**config.mk**
```make
export PLATFORM = sky130hd
export DESIGN_NAME = ccas_window
export DESIGN_NICKNAME = d
export VERILOG_FILES = /design/src/rtl/ccas_pkg.sv /design/src/rtl/ccas_cell.sv /design/src/rtl/ccas_window.sv
export SDC_FILE = /design/constraint.sdc
export NUM_CORES = 2
export LEC_CHECK = 0
export BUFFER_PORTS_ARGS = -buffer_cell sky130_fd_sc_hd__buf_2
export CAP_MARGIN = 20
export CORE_MARGIN = 4
export CORE_UTILIZATION = 59
export CTS_BUF_LIST = sky130_fd_sc_hd__clkbuf_4
export DETAILED_ROUTE_END_ITERATION = 12
export PLACE_DENSITY = 0.78
export SLEW_MARGIN = 20
export SYNTH_ARGS = -nofsm -noshare
export SYNTH_HDL_FRONTEND = slang
export SYNTH_SLANG_ARGS = --single-unit
```
**constraint.sdc**
```tcl
create_clock -name clk -period 4.9 [get_ports clk]
set_input_delay 0.98 -clock clk [delete_from_list [all_inputs] [get_ports clk]]
set_output_delay 0.98 -clock clk [all_outputs]
set_load 0.1 [all_outputs]
```
**src/rtl/ccas_pkg.sv**
```systemverilog
`default_nettype none
package ccas_pkg;

    // command codes
    typedef enum logic [1:0] {
        CMD_WRITE   = 2'd0,
        CMD_READ    = 2'd1,
        CMD_ADVANCE = 2'd2,
        CMD_NOP     = 2'd3
    } ccas_cmd_t;

    // configuration register indexes
    typedef enum logic [1:0] {
        REG_RANGE     = 2'd0,
        REG_THRESHOLD = 2'd1,
        REG_COUNT     = 2'd2,
        REG_KIND      = 2'd3
    } ccas_reg_t;

    localparam int CFG_DATA_W = 6;

    typedef struct packed {
        logic [1:0] range;
        logic [5:0] threshold;
        logic [4:0] count;
        logic       kind;
    } ccas_cfg_t;

endpackage
`default_nettype wire

```
**src/rtl/ccas_cell.sv**
```systemverilog
`default_nettype none
// One window cell: holds a state, passes it on, flags a successor match.
module ccas_cell #(
    parameter int STATE_BITS = 4
) (
    input  wire logic                  clk,
    input  wire logic                  shift,
    input  wire logic [STATE_BITS-1:0] d,
    input  wire logic [STATE_BITS-1:0] succ,
    input  wire logic                  en,
    output logic      [STATE_BITS-1:0] q,
    output logic                       hit
);

    logic [STATE_BITS-1:0] q_reg;

    always_ff @(posedge clk)
    begin
        if (shift)
        begin
            q_reg <= d;
        end
    end

    assign q   = q_reg;
    assign hit = en && (q_reg == succ);

endmodule
`default_nettype wire

```
**src/rtl/ccas_window.sv**
```systemverilog
`default_nettype none
// Sliding neighborhood window over the padded raster stream, with line
// buffers between window rows and a registered match count.
module ccas_window #(
    parameter int GRID_WIDTH = 64,
    parameter int MAX_RANGE  = 3,
    parameter int STATE_BITS = 4,
    parameter int CNT_W      = 6
) (
    input  wire logic                  clk,
    input  wire logic                  rst_n,
    input  wire ccas_pkg::ccas_cfg_t   cfg,
    input  wire logic                  push,
    input  wire logic [STATE_BITS-1:0] din,
    input  wire logic                  calc,
    output logic                       out_valid,
    output logic      [STATE_BITS-1:0] out_state,
    output logic      [STATE_BITS-1:0] out_succ,
    output logic      [CNT_W-1:0]      out_count
);

    localparam int SPAN     = 2 * MAX_RANGE + 1;
    // ring depth plus the output register gives GRID_WIDTH-1 pushes of delay
    localparam int LB_DEPTH = GRID_WIDTH - 2;
    localparam int LBP_W    = $clog2(LB_DEPTH);
    localparam int RW       = $clog2(MAX_RANGE + 1);
    localparam int RC_W     = $clog2(SPAN + 1);
    localparam int NW       = STATE_BITS + 1;

    logic [STATE_BITS-1:0] q      [SPAN][SPAN];
    logic                  hit    [SPAN][SPAN];
    logic [STATE_BITS-1:0] row_in [SPAN];
    logic [STATE_BITS-1:0] lb_out [SPAN-1];
    logic [RC_W-1:0]       rc     [SPAN];
    logic [RC_W-1:0]       rc_reg [SPAN];
    logic [LBP_W-1:0]      lb_ptr_reg;
    logic [RW-1:0]         reff;
    logic [9:0]            n10;
    logic [NW-1:0]         n_eff;
    logic [NW-1:0]         succ_wide;
    logic [STATE_BITS-1:0] center;
    logic [STATE_BITS-1:0] succ;
    logic                  v_reg;
    logic [STATE_BITS-1:0] s_reg;
    logic [STATE_BITS-1:0] succ_reg;

    // effective radius and state count
    always_comb
    begin
        if (int'(cfg.range) > MAX_RANGE)
        begin
            reff = RW'(MAX_RANGE);
        end
        else
        begin
            reff = RW'(cfg.range);
        end
        if (cfg.count < 5'd2)
        begin
            n10 = 10'd2;
        end
        else if (10'(cfg.count) > 10'(1 << STATE_BITS))
        begin
            n10 = 10'(1 << STATE_BITS);
        end
        else
        begin
            n10 = 10'(cfg.count);
        end
        n_eff     = NW'(n10);
        center    = q[MAX_RANGE][MAX_RANGE];
        succ_wide = {1'b0, center} + NW'(1);
        succ      = (succ_wide >= n_eff) ? '0 : succ_wide[STATE_BITS-1:0];
    end

    assign row_in[0] = din;

    // shared ring pointer for all line buffers
    always_ff @(posedge clk or negedge rst_n)
    begin
        if (!rst_n)
        begin
            lb_ptr_reg <= '0;
        end
        else if (push)
        begin
            lb_ptr_reg <= (lb_ptr_reg == LBP_W'(LB_DEPTH - 1)) ? '0 : lb_ptr_reg + LBP_W'(1);
        end
    end

    for (genvar ga = 0; ga < SPAN; ga++)
    begin : g_row
        if (ga > 0)
        begin : g_link
            assign row_in[ga] = lb_out[ga-1];
        end

        for (genvar gb = 0; gb < SPAN; gb++)
        begin : g_col
            localparam int AY = (MAX_RANGE > ga) ? MAX_RANGE - ga : ga - MAX_RANGE;
            localparam int AX = (MAX_RANGE > gb) ? MAX_RANGE - gb : gb - MAX_RANGE;
            logic en;
            logic [STATE_BITS-1:0] d;

            assign en = !(AX == 0 && AY == 0)
                     && ((RW+1)'(AX) <= {1'b0, reff})
                     && ((RW+1)'(AY) <= {1'b0, reff})
                     && (!cfg.kind || ((RW+1)'(AX + AY) <= {1'b0, reff}));

            if (gb == 0)
            begin : g_first
                assign d = row_in[ga];
            end
            else
            begin : g_next
                assign d = q[ga][gb-1];
            end

            ccas_cell #(
                .STATE_BITS(STATE_BITS)
            ) u_cell (
                .clk  (clk),
                .shift(push),
                .d    (d),
                .succ (succ),
                .en   (en),
                .q    (q[ga][gb]),
                .hit  (hit[ga][gb])
            );
        end

        // line buffer feeding the next window row: ring with registered read
        if (ga < SPAN - 1)
        begin : g_lb
            logic [STATE_BITS-1:0] lb [LB_DEPTH];
            logic [STATE_BITS-1:0] lb_q_reg;

            always_ff @(posedge clk)
            begin
                if (push)
                begin
                    lb[lb_ptr_reg] <= q[ga][SPAN-1];
                    lb_q_reg       <= lb[lb_ptr_reg];
                end
            end

            assign lb_out[ga] = lb_q_reg;
        end
    end

    always_comb
    begin
        for (int a = 0; a < SPAN; a++)
        begin
            rc[a] = '0;
            for (int b = 0; b < SPAN; b++)
            begin
                rc[a] = rc[a] + RC_W'(hit[a][b]);
            end
        end
    end

    always_ff @(posedge clk or negedge rst_n)
    begin
        if (!rst_n)
        begin
            v_reg <= 1'b0;
        end
        else
        begin
            v_reg <= calc;
        end
    end

    always_ff @(posedge clk)
    begin
        s_reg    <= center;
        succ_reg <= succ;
        for (int a = 0; a < SPAN; a++)
        begin
            rc_reg[a] <= rc[a];
        end
    end

    always_comb
    begin
        out_count = '0;
        for (int a = 0; a < SPAN; a++)
        begin
            out_count = out_count + CNT_W'(rc_reg[a]);
        end
    end

    assign out_valid = v_reg;
    assign out_state = s_reg;
    assign out_succ  = succ_reg;

endmodule
`default_nettype wire

```
==> impl_metrics.env <==
export IMPL_p_comb_frac=0.285
export IMPL_cts_tree="yes"
export IMPL_fin_crit_ps=5714
export IMPL_cp_depth=13
export IMPL_clock_latency_ps=1320
export IMPL_worstPathCellList="ha_4 -> inv_2 -> fa_2 -> xor2_2 -> fa_1 -> fa_2 -> fa_2 -> inv_2 -> ha_4 -> inv_2 -> fa_2 -> xnor2_4 -> buf_12"
export IMPL_path_clk_slew_ps=70
export IMPL_grt_pass1_wl_mm=284.7
export IMPL_multi_input_area_um2=16190
export IMPL_yosys_warnings=0
export IMPL_grt_usage=0.3239
export IMPL_drc=0
export IMPL_cp_start_kind="flip-flop"
export IMPL_setup_slack_ps=-813.6
export IMPL_clock_sinks=1744
export IMPL_seqPwrFrac=0.434
export IMPL_fin_crit_sh=1.166
export IMPL_synth_area_per_cell_um2=17.16
export IMPL_synth_area_um2=69470
export IMPL_grt_pass1_vias=41987
export IMPL_async_reset_ff_frac=0.004014
export IMPL_viasPerCell=6.675
export IMPL_synth_distinct_cells=76
export IMPL_die_w_um=351.1
export IMPL_power_share_clock=0.281
export IMPL_hold_class="in -> async"
export IMPL_slowest_stage="fa_2"
export IMPL_worstSetupPathType="reg -> out"
export IMPL_die_area_um2=123300
export IMPL_ys_seq_area_frac=0.7492
export IMPL_ys_ff_latch=1744
export IMPL_initial_utilization=0.5962
export IMPL_fmax_ghz=0.1750
export IMPL_coreArea_um2=116500
export IMPL_io_pins=37
export IMPL_peakVddDrop_mv=0.5877
export IMPL_finalNonFillerCells=6391
export IMPL_ff_latch_area_um2=52060
export IMPL_clockRootBuffer="clkbuf_4"
export IMPL_setup_violations=5
export IMPL_worstPathRequired_ps=3920
export IMPL_numCtsBuffers=430
export IMPL_critical_path_buf_inv_count=4
export IMPL_dp_hpwl_mm=119.0
export IMPL_p_switching_mw=13.97
export IMPL_grt_max_degree=82
export IMPL_fillers=7395
export IMPL_leakage_nw=26.54
export IMPL_fin_nets=4659
export IMPL_antenna_found_initial=12
export IMPL_cp_arrival_ps=4730
export IMPL_crit_path_frequent_cell="fa_2"
export IMPL_syn_inst=4048
export IMPL_vias=42663
export IMPL_drtIter0Drc=7309
export IMPL_switching_share=0.3407
export IMPL_drive_gt1_frac=0.2686
export IMPL_failed_checks="setup timing"
export IMPL_timing_reg2reg_worst_path_depth=16
export IMPL_largest_reg_flops=1488
export IMPL_critPathTopFamily="adder cells"
export IMPL_maxSlewViolCount=0
export IMPL_tightest_slew_ps=1183
export IMPL_synth_flop_cell="edfxtp_1"
export IMPL_rsz0062_at_grt="yes"
export IMPL_wl_per_cell_um=31.22
export IMPL_intPower_mw=27.03
export IMPL_skew_ps=104.4
export IMPL_crit_path_max_fanout=2
export IMPL_total_power_mw=40.99
export IMPL_syn_num_nets=4131
export IMPL_dieHeight_um=351.1
export IMPL_slew_limit_headroom=0.2095
export IMPL_drt_wl_total_mm=199.5
export IMPL_hold_viol_final=0
export IMPL_dr_pass1_iters=9
export IMPL_htree_levels=5
export IMPL_cts_path_max_buffers=4
export IMPL_ant_nets=0
export IMPL_status="finished with violations"
export IMPL_worst_path_largest_cell_delay_ps=550
export IMPL_design_area_um2=78600
export IMPL_end_kind="output pin"
export IMPL_port_buffers=30
export IMPL_routabilityCongestion=0.9823
export IMPL_synth_edf_count=1708
export IMPL_synthToLayoutAreaGrowth_pct=13.15
export IMPL_tns_ps=-2646
export IMPL_drv_cap=0
export IMPL_p_per_area_nw_per_um2=521.5
export IMPL_placed_cells=5653
export IMPL_core_rowCount=125
export IMPL_placed_area_um2=73160
export IMPL_grt_overflow=0
synthesized netlist by cell type (all sizes together), types with 60 or more instances:
library cell     n  share of area
edfxtp        1708           0.74
mux2i          210          0.030
nor2           168         0.0091
buf            166          0.015
a21oi          152          0.011
nand2          149         0.0081
o21ai          147          0.011
mux2           139          0.023
a221oi         115          0.015
a22oi           91         0.0098
clkbuf          88         0.0048
xor2            83          0.010
o22ai           78         0.0070
xnor2           77         0.0097
inv             74         0.0040
mux4            64          0.021
nand3           60         0.0043
cells by family after synthesis:
group                    after synthesis  share of synthesized area
adder cells (fa/ha/maj)               61                    0.01509
AO/OA/AOI/OAI                        838                    0.08524
buffers and inverters                328                    0.02352
AND/OR/NAND/NOR                      504                    0.03307
multiplexers                         413                    0.07375
XOR/XNOR                             160                    0.02017
flip-flops                          1744                     0.7492
worst register-to-register path: cells and delay by family (launching register included):
| kind | cells | cell delay, ps |
|---|---|---|
| adders and majority gates | 6 | 2280 |
| and+or+nand+nor | 6 | 1520 |
| DFF | 1 | 440 |
| buffers and inverters | 3 | 200 |
| xor gates and xnor gates | 1 | 130 |
routing by layer:
layer | vias up | routed length [um] | share of wire | track usage
li1 | 17500 | - | - | -
met1 | 20875 | 66480 | 0.33 | 0.4111
met2 | 3507 | 90010 | 0.45 | 0.4841
met3 | 771 | 29290 | 0.15 | 0.1136
met4 | 10 | 13570 | 0.068 | 0.1961
met5 | - | 149 | 0.00075 | 0.005887
cell usage in the layout, fill, tap and decap left out, types with 27 or more instances in the layout:
| cell | n |
|---|---|
| a21oi_1 | 151 |
| a221o_1 | 36 |
| a221oi_1 | 112 |
| a22o_1 | 38 |
| a22oi_1 | 91 |
| buf_12 | 30 |
| buf_4 | 284 |
| clkbuf_4 | 622 |
| clkinv_1 | 70 |
| dfxtp_1 | 27 |
| edfxtp_1 | 1708 |
| fa_1 | 32 |
| inv_1 | 66 |
| mux2_2 | 122 |
| mux2i_1 | 210 |
| mux4_2 | 64 |
| nand2_1 | 148 |
| nand3_1 | 59 |
| nor2_1 | 100 |
| nor2_2 | 65 |
| nor3_1 | 29 |
| o21ai_0 | 145 |
| o22ai_1 | 78 |
| xnor2_1 | 76 |
| xor2_1 | 80 |
layout make-up:
cell class / count / area share
inverter: 74 / 0.003581
antenna: 12 / 0.0003820
tap: 1524 / 0.02426
clock inverter: 89 / 0.005985
timing repair buffer: 350 / 0.03808
sequential: 1744 / 0.6623
multi-input combinational: 1976 / 0.2060
clock buffer: 622 / 0.05941
final timing paths:
kind	startpoint	end	slack, ps
setup reg to reg	g_row[3].g_col[3].u_cell.q[0]$_DFFE_PP_	rc_reg[2][1]$_DFF_P_	170
hold reg to reg	g_row[3].g_lb.lb_q_reg[3]$_DFFE_PP_	g_row[4].g_col[0].u_cell.q[3]$_DFFE_PP_	370
max in group asynchronous	rst_n	out_valid$_DFF_PN0_	4030
min in group clk	calc	out_valid$_DFF_PN0_	350
setup / recovery	rc_reg[0][0]$_DFF_P_	out_count[4]	-810
hold / removal	rst_n	lb_ptr_reg[2]$_DFFE_PN0P_	100
power groups by stage:
stage,clock network (mW),registers [mW],logic (mW)
after floorplan,0,18.0,6.40
after global placement,0,18.1,10.8
after detailed placement,0,18.1,11.0
after CTS,11.6,17.8,11.1
after global routing,12.5,17.8,11.9
final,11.5,17.8,11.7
repair_timing:
action                                 CTS  global route
setup endpoints to repair                5            13
hold buffers                             8             0
resized for setup                       24            11
setup buffers                            1             4
pin swaps                                6             2
endpoints found under the hold margin   34             0
through the flow:
stage / hold WS (ps) / setup slack [ps] / util
floorplan: 391.9 / -78.51 / -
global placement: 403.0 / -244.3 / 0.6276
detailed placement: 404.5 / -303.4 / 0.6278
CTS: 10.05 / -949.6 / 0.6734
global route: 78.33 / -951.5 / 0.6745
finish: 103.6 / -813.6 / 0.6746
(Power assumes the default switching activity.)
